<file path="src/sv/grf_pkg.sv">
package grf_pkg;

    // Default geometry limits.
    localparam int MAX_SIDE_DEF  = 32;
    localparam int MAX_CELLS_DEF = 1024;

    // Field widths fixed by the interface.
    localparam int CMD_W     = 2;
    localparam int CELL_W    = 10;
    localparam int SIDES_W   = 4;
    localparam int STEPS_W   = 8;
    localparam int COUNT_W   = 10;
    localparam int BACK_W    = 2;
    localparam int CFG_W     = 6;
    localparam int CFG_IDX_W = 1;

    // Board size after reset.
    localparam logic [CFG_W-1:0] BOARD_RESET = CFG_W'(32);

    // Configuration register indexes.
    localparam logic [CFG_IDX_W-1:0] REG_BOARD_WIDTH  = 1'b0;
    localparam logic [CFG_IDX_W-1:0] REG_BOARD_HEIGHT = 1'b1;

    // Command codes of the input word.
    typedef enum logic [CMD_W-1:0] {
        CMD_LOAD   = 2'd0,
        CMD_SEARCH = 2'd1,
        CMD_READ   = 2'd2
    } t_cmd;

    // Source of the next output word.
    typedef enum logic [1:0] {
        OUT_NONE,
        OUT_ZERO,
        OUT_SEARCH,
        OUT_READ
    } t_out_sel;

    // Commands from the controller to the datapath.
    typedef struct packed {
        logic     load_we;
        logic     cap_req;
        logic     clr_step;
        logic     srch_init;
        logic     div_step;
        logic     seed;
        logic     pass_begin;
        logic     pass_end;
        logic     pop_rd;
        logic     nb_rd;
        logic     nb_eval;
        logic     rd_issue;
        t_out_sel out_sel;
    } t_dp_cmd;

    // Status from the datapath to the controller.
    typedef struct packed {
        logic clr_last;
        logic div_done;
        logic start_ok;
        logic pass_zero;
        logic q_empty;
        logic pass_done;
        logic k_last;
    } t_dp_stat;

endpackage

</file>
<file path="src/sv/grf_ctrl.sv">
module grf_ctrl (
    input  logic               i_clk,
    input  logic               i_rst_n,
    input  logic               i_valid,
    input  logic [1:0]         i_cmd,
    output logic               o_stall,
    output logic               o_valid,
    input  logic               i_stall,
    input  grf_pkg::t_dp_stat  i_stat,
    output grf_pkg::t_dp_cmd   o_cmd
);
    import grf_pkg::*;

    typedef enum logic [3:0] {
        ST_RST_CLR,
        ST_IDLE,
        ST_RD_OUT,
        ST_CLR,
        ST_INIT,
        ST_CHECK,
        ST_DIV,
        ST_SEED,
        ST_PASS,
        ST_POP_CHK,
        ST_NB_RD,
        ST_NB_EVAL,
        ST_DONE
    } t_state;

    t_state   r_state, n_state;
    logic     r_out_valid, n_out_valid;
    logic     out_free;
    logic     accept;
    t_dp_cmd  cmd;

    // The output register can take a new word when empty or being drained.
    assign out_free = !r_out_valid || !i_stall;
    assign o_stall  = !((r_state == ST_IDLE) && out_free);
    assign accept   = i_valid && !o_stall;
    assign o_valid  = r_out_valid;
    assign o_cmd    = cmd;

    // Next state and datapath commands.
    always_comb begin
        n_state = r_state;
        cmd     = '0;
        cmd.out_sel = OUT_NONE;
        unique case (r_state)
            ST_RST_CLR: begin
                cmd.clr_step = 1'b1;
                if (i_stat.clr_last) n_state = ST_IDLE;
            end
            ST_IDLE: begin
                if (accept) begin
                    priority case (i_cmd)
                        CMD_LOAD: begin
                            cmd.load_we = 1'b1;
                            cmd.out_sel = OUT_ZERO;
                        end
                        CMD_SEARCH: begin
                            cmd.cap_req = 1'b1;
                            n_state     = ST_CLR;
                        end
                        CMD_READ: begin
                            cmd.cap_req  = 1'b1;
                            cmd.rd_issue = 1'b1;
                            n_state      = ST_RD_OUT;
                        end
                        default: cmd.out_sel = OUT_ZERO;
                    endcase
                end
            end
            ST_RD_OUT: begin
                if (out_free) begin
                    cmd.out_sel = OUT_READ;
                    n_state     = ST_IDLE;
                end
            end
            ST_CLR: begin
                cmd.clr_step = 1'b1;
                if (i_stat.clr_last) n_state = ST_INIT;
            end
            ST_INIT: begin
                cmd.srch_init = 1'b1;
                n_state       = ST_CHECK;
            end
            ST_CHECK: begin
                n_state = i_stat.start_ok ? ST_DIV : ST_DONE;
            end
            ST_DIV: begin
                if (i_stat.div_done) n_state = ST_SEED;
                else cmd.div_step = 1'b1;
            end
            ST_SEED: begin
                cmd.seed = 1'b1;
                n_state  = ST_PASS;
            end
            ST_PASS: begin
                if (i_stat.pass_zero || i_stat.q_empty) begin
                    n_state = ST_DONE;
                end else begin
                    cmd.pass_begin = 1'b1;
                    n_state        = ST_POP_CHK;
                end
            end
            ST_POP_CHK: begin
                if (i_stat.pass_done) begin
                    cmd.pass_end = 1'b1;
                    n_state      = ST_PASS;
                end else begin
                    cmd.pop_rd = 1'b1;
                    n_state    = ST_NB_RD;
                end
            end
            ST_NB_RD: begin
                cmd.nb_rd = 1'b1;
                n_state   = ST_NB_EVAL;
            end
            ST_NB_EVAL: begin
                cmd.nb_eval = 1'b1;
                n_state     = i_stat.k_last ? ST_POP_CHK : ST_NB_RD;
            end
            ST_DONE: begin
                if (out_free) begin
                    cmd.out_sel = OUT_SEARCH;
                    n_state     = ST_IDLE;
                end
            end
            default: n_state = ST_IDLE;
        endcase
    end

    // Output valid follows loads into and drains from the output register.
    always_comb begin
        n_out_valid = r_out_valid;
        if (r_out_valid && !i_stall) n_out_valid = 1'b0;
        if (cmd.out_sel != OUT_NONE) n_out_valid = 1'b1;
    end

    always_ff @(posedge i_clk) begin
        if (!i_rst_n) begin
            r_state     <= ST_RST_CLR;
            r_out_valid <= 1'b0;
        end else begin
            r_state     <= n_state;
            r_out_valid <= n_out_valid;
        end
    end

    // A search never finishes in the cycle after it is accepted.
    a_search_not_instant: assert property (@(posedge i_clk) disable iff (!i_rst_n)
        (accept && i_cmd == CMD_SEARCH) |=> !o_valid)
        else $error("search word appeared right after acceptance");

    // Neighbour evaluation always follows its memory read.
    a_eval_after_read: assert property (@(posedge i_clk) disable iff (!i_rst_n)
        (r_state == ST_NB_EVAL) |-> $past(r_state) == ST_NB_RD)
        else $error("neighbour evaluated without a read");

    // No input word is taken while a search is in flight.
    a_no_accept_busy: assert property (@(posedge i_clk) disable iff (!i_rst_n)
        (r_state == ST_PASS || r_state == ST_NB_RD || r_state == ST_CLR) |-> o_stall)
        else $error("input taken during a search");

endmodule

</file>
<file path="config.mk">
export PLATFORM = sky130hd
export DESIGN_NAME = grf_ctrl
export DESIGN_NICKNAME = d
export VERILOG_FILES = /design/src/sv/grf_pkg.sv /design/src/sv/grf_ctrl.sv
export SDC_FILE = /design/constraint.sdc
export NUM_CORES = 1
export LEC_CHECK = 0
export BUFFER_PORTS_ARGS = -buffer_cell sky130_fd_sc_hd__buf_2
export CAP_MARGIN = 10
export CORE_UTILIZATION = 40
export DETAILED_ROUTE_END_ITERATION = 16
export PLACE_DENSITY_LB_ADDON = 0.05
export SYNTH_ARGS = -nofsm -noshare
export SYNTH_HDL_FRONTEND = slang
export SYNTH_SLANG_ARGS = --single-unit
</file>
<file path="constraint.sdc">
create_clock -name i_clk -period 2.5 [get_ports i_clk]
set_input_delay 0.25 -clock i_clk [delete_from_list [all_inputs] [get_ports i_clk]]
set_output_delay 0.25 -clock i_clk [all_outputs]
set_load 0.005 [all_outputs]
</file>
After elaboration in Yosys (flattened, before gate mapping)
Index checks and enable logic that the tools add are counted.

Register bits after elaboration: 5. Input port bits: 13. Output and inout bits: 16. Word-level logic and storage cells: 74.

Equality and inequality tests: 20. Multiplexer cells: 36. Reductions and logical operators: 16.

Operator list (count): 4-bit one-hot mux with 12 select lines (1); 4-bit two-way mux (6); 4-bit equality test, second input constant (5); 1-bit two-way mux (18); 4-bit by 3-bit equality test with 1-bit output, second input constant (4); 2-bit two-way mux (7); 4-bit by 2-bit equality test with 1-bit output, second input constant (2); 2-bit != test, second input constant (4); 4-bit one-hot mux with 2 select lines (1); 3-bit two-way mux (2); 2-bit one-hot mux with 3 select lines (1); 6-bit AND reduction (1); 2-bit OR reduction (3); 4-bit by 1-bit equality test with 1-bit output, second input constant (1); 4-bit zero test (1); 2-bit nonzero test (2); 1-bit logical AND (3); 1-bit zero test (3); 3-bit by 1-bit != test with 1-bit output, second input constant (1); 2-bit by 1-bit equality test with 1-bit output, second input constant (1); 2-bit equality test, second input constant (1); 2-bit zero test (1); 1-bit logical OR (2); 2-bit by 1-bit != test with 1-bit output, second input constant (1).

Logic depth before layout (Yosys ltp)
Word-level depth: 8. Gate-level depth with buffers: 6. Depth with buffers taken out: 6.

Worst setup path after synthesis
Ideal clock, no wire load.

Path kind: register to register. Start: register r_state[1]. End: register r_state[1]. Setup time: 116 ps. Arrival time: 1340 ps. Required time: 2384 ps. Path slack: 1044 ps. Stages on the path, launching flop included: 6. Buffers on the path: 1. Clock period less this slack: 1456 ps. Cells stage by stage: dfxtp_1 buf_6 nor4_2 o31ai_4 and3_4 a41o_1.

Longest elaborated chain between the ends: 5. Elaborated cells between the ends (all ways): 24. Those cells by class: eq/ne: 18; mux: 1; reduce/logical: 5.

RTL lines: start, declared (line grf_ctrl.sv:30) `t_state r_state, n_state;`; start signal, assigned (line grf_ctrl.sv:145) `r_state <= n_state;`; 4-bit by 1-bit equality test with 1-bit output (line grf_ctrl.sv:38, grf_ctrl.sv:48); 1-bit logical AND (line grf_ctrl.sv:38) `assign o_stall = !((r_state == ST_IDLE) && out_free);`; 1-bit logical AND (line grf_ctrl.sv:39) `assign accept = i_valid && !o_stall;`; 2-bit != test (no line); 6-bit AND reduction (no line).

Several ways; a longest one is shown, not always the timed one. A chain may end at the register's enable or synchronous reset.

==> reports/qor.txt <==
Postcts setup bufs: 0
Slew Viols, Final: 0
Largest net degree at the start of global routing: 22
Vias per inst: 5.30
Slew headroom: 52.7%
Post-DP HPWL: 1270 µm
Routed WL: 1630 µm
Core area: 0.00154 mm²
Startpoint Class: flip-flop
Die W: 43.1 µm
Initial antenna violation count: 0
CTS Sinks: 5
CTS tree: built
First-pass GRT wire length: 2810 µm
Max-Cap Viols: 0
Critical path, cell by cell: nor4b_4, nand3_1, nor2_1, a21o_1, buf_2
Post-synthesis sequential element count: 5
Crit path arrival time: 1.91 ns
Pleak: 0.397 nW
Number of synthesized flops with an enable pin: 0
Primary FF master, synth: dfxtp_1
Die Y: 43.1 µm
Global placement routability congestion: 0.750
# setup viols final: 0
FFs w/ async S/R, synth: 0%
PortBufs: 28
Grt total ovfl: 0
Tcrit/Tclk final: 86.4%
Clock transition at path regs: 0.04 ns
Critical path's largest stage delay: 0.70 ns
Post-synth top area share: 14.8%
Rows: 14
Post-CTS resize count: 0
Worst Path Required: 2.25 ns
Fin cells: 129
Layout cells sized above 1: 37.2%
P per Cell Area: 847 mW/mm²
CTS Root Cell: clkbuf_4
Buffer and inverter count on the worst path: 1
Slew at the pin closest to its max-slew limit: 0.708 ns
Full die area: 0.00186 mm²
Setup Crit Path Kind: flip-flop to output pin
Sequential share of the synthesized area: 14.8%
CTS Buffer Depth: 2
Via count: 684
Setup Skew: 0.000984 ns
Io pins: 29
Number of instances in the placed design: 125
Slowest CP cell: dfxtp_1
Top post-synthesis cells by area: dfxtp_1, ha_1, nand2b_1
Hold violation count in the final report: 0
CTS Buf Count: 3
GRT Total Usage: 20.4%
Post-route setup TNS: 0 ns
# diodes: 0
RSZ-0062 raised after global routing: false
Max Clock Freq: 463 MHz
Smallest hold slack: 0.316 ns
WL/cell: 12.7 µm
Power consumption: 0.000701 W
Hold WC Path Type: input pin to flip-flop
Nets@finish: 130
Vias in the first global route: 630
Layout area overhead: 22.2%
Crit-path max FO: 18
Antenna-violating nets left: 0
Placement Setup Slack: 0.587 ns
Starting density of the core: 43.9%
Latest clock arrival within the worst-skew pair: 0.24 ns
H-Tree Depth: 1
DRC Markers: 0
Netlist Area Pre-Place: 677 µm²
Status: finished, final reports clean
Fin crit period: 2.16 ns
CP top delay family: simple AND/OR/NAND/NOR gates
Synth Instances: 86
Drt first pass iters: 4
Syn Area/Cell: 7.87 µm²
Setup ws final: 0.340 ns
Number of hold buffers added after cts: 0
Post-synth cell types: 38
Worst setup EP type: output pin
Syn nets: 102
Cell taking the most area after synthesis: dfxtp_1
Worst vdd ir: 0.516 mV
Yosys warnings: 0
Initial DRC count: 5
-- final timing paths --
| path | from | endpoint | slack, ns | depth (start not counted) |
|---|---|---|---|---|
| setup / recovery | r_state[0]$_SDFFE_PN0P_ | o_cmd[0] | 0.34 | 5 |
| hold / removal | i_rst_n | o_valid$_SDFFE_PN0P_ | 0.32 | 2 |
| setup reg to reg | r_state[0]$_SDFFE_PN0P_ | r_state[1]$_SDFFE_PN0P_ | 0.64 | 4 |
| hold reg to reg | r_state[3]$_SDFFE_PN0P_ | r_state[3]$_SDFFE_PN0P_ | 0.70 | 1 |
-- metal layers --
metal  share of wire, %  vias to the layer above  GRT usage (%)
li1                   -                      366              -
met1                 52                      302           30.3
met2                 45                       14           27.8
met3                2.7                        2           2.55
met4               0.55                        0           10.9
met5                  0                        -              0
-- through the flow --
step	instance area [µm²]	utilization, %
global placement	801	51.9
detailed placement	801	51.9
CTS	827	53.7
global route	827	53.7
finish	827	53.7
floorplan	677	-
-- synth_stat cells, types with 2 or more instances --
library cell	count
and2_1	3
a21o_1	2
dfxtp_1	5
a31oi_1	4
nor2b_1	2
buf_6	2
and4bb_1	2
o21ai_0	2
o21ai_2	2
nor2_1	8
inv_1	7
buf_2	2
nand2_1	7
nor3_1	6
a211oi_2	2
nand2b_1	5
ha_1	3
a21oi_1	2
-- cell type report --
type	count	area (µm²)
clock buffer	4	26.3
sequential	5	100
timing repair buffer	28	140
fill	168	714
tap	16	20.0
inverter	7	26.3
multi-input combinational	69	514
-- power by group --
group	leakage, nW	switching (W)	total [W]	internal, W
registers	0.0411	0.000104	0.000209	0.000106
logic	0.341	0.000186	0.000401	0.000215
clock network	0.0150	0.0000295	0.0000897	0.0000601
total	0.397	0.000319	0.000701	0.000381
-- state kept, by name, summed over array words and instances (netlist names) --
name and cells:
o_valid 1, r_state 4
-- cells by family after synthesis --
logic type               synth area share [%]
buffers and inverters                    9.24
AO/OA/AOI/OAI                            28.8
XOR/XNOR                                 1.29
adder cells (fa/ha/maj)                  5.55
flip-flops                               14.8
AND/OR/NAND/NOR                          40.3
-- layout by cell type, fill, tap and decap left out, drive strengths merged, types with 2 or more instances in the layout --
cell type | netlist | final
nand2b | 5 | 5
a211oi | 2 | 2
and2 | 3 | 3
nor4 | 2 | 2
nor2b | 2 | 2
o21ai | 4 | 4
a21o | 2 | 2
inv | 7 | 7
and3 | 2 | 2
ha | 3 | 3
dfxtp | 5 | 5
nor4b | 2 | 2
nor2 | 8 | 8
a21oi | 2 | 2
nand2 | 7 | 7
buf | 4 | 28
a31oi | 4 | 4
and4bb | 3 | 3
clkbuf | 1 | 4
nor3 | 6 | 6
No activity file was read; power rests on OpenSTA's default activity.
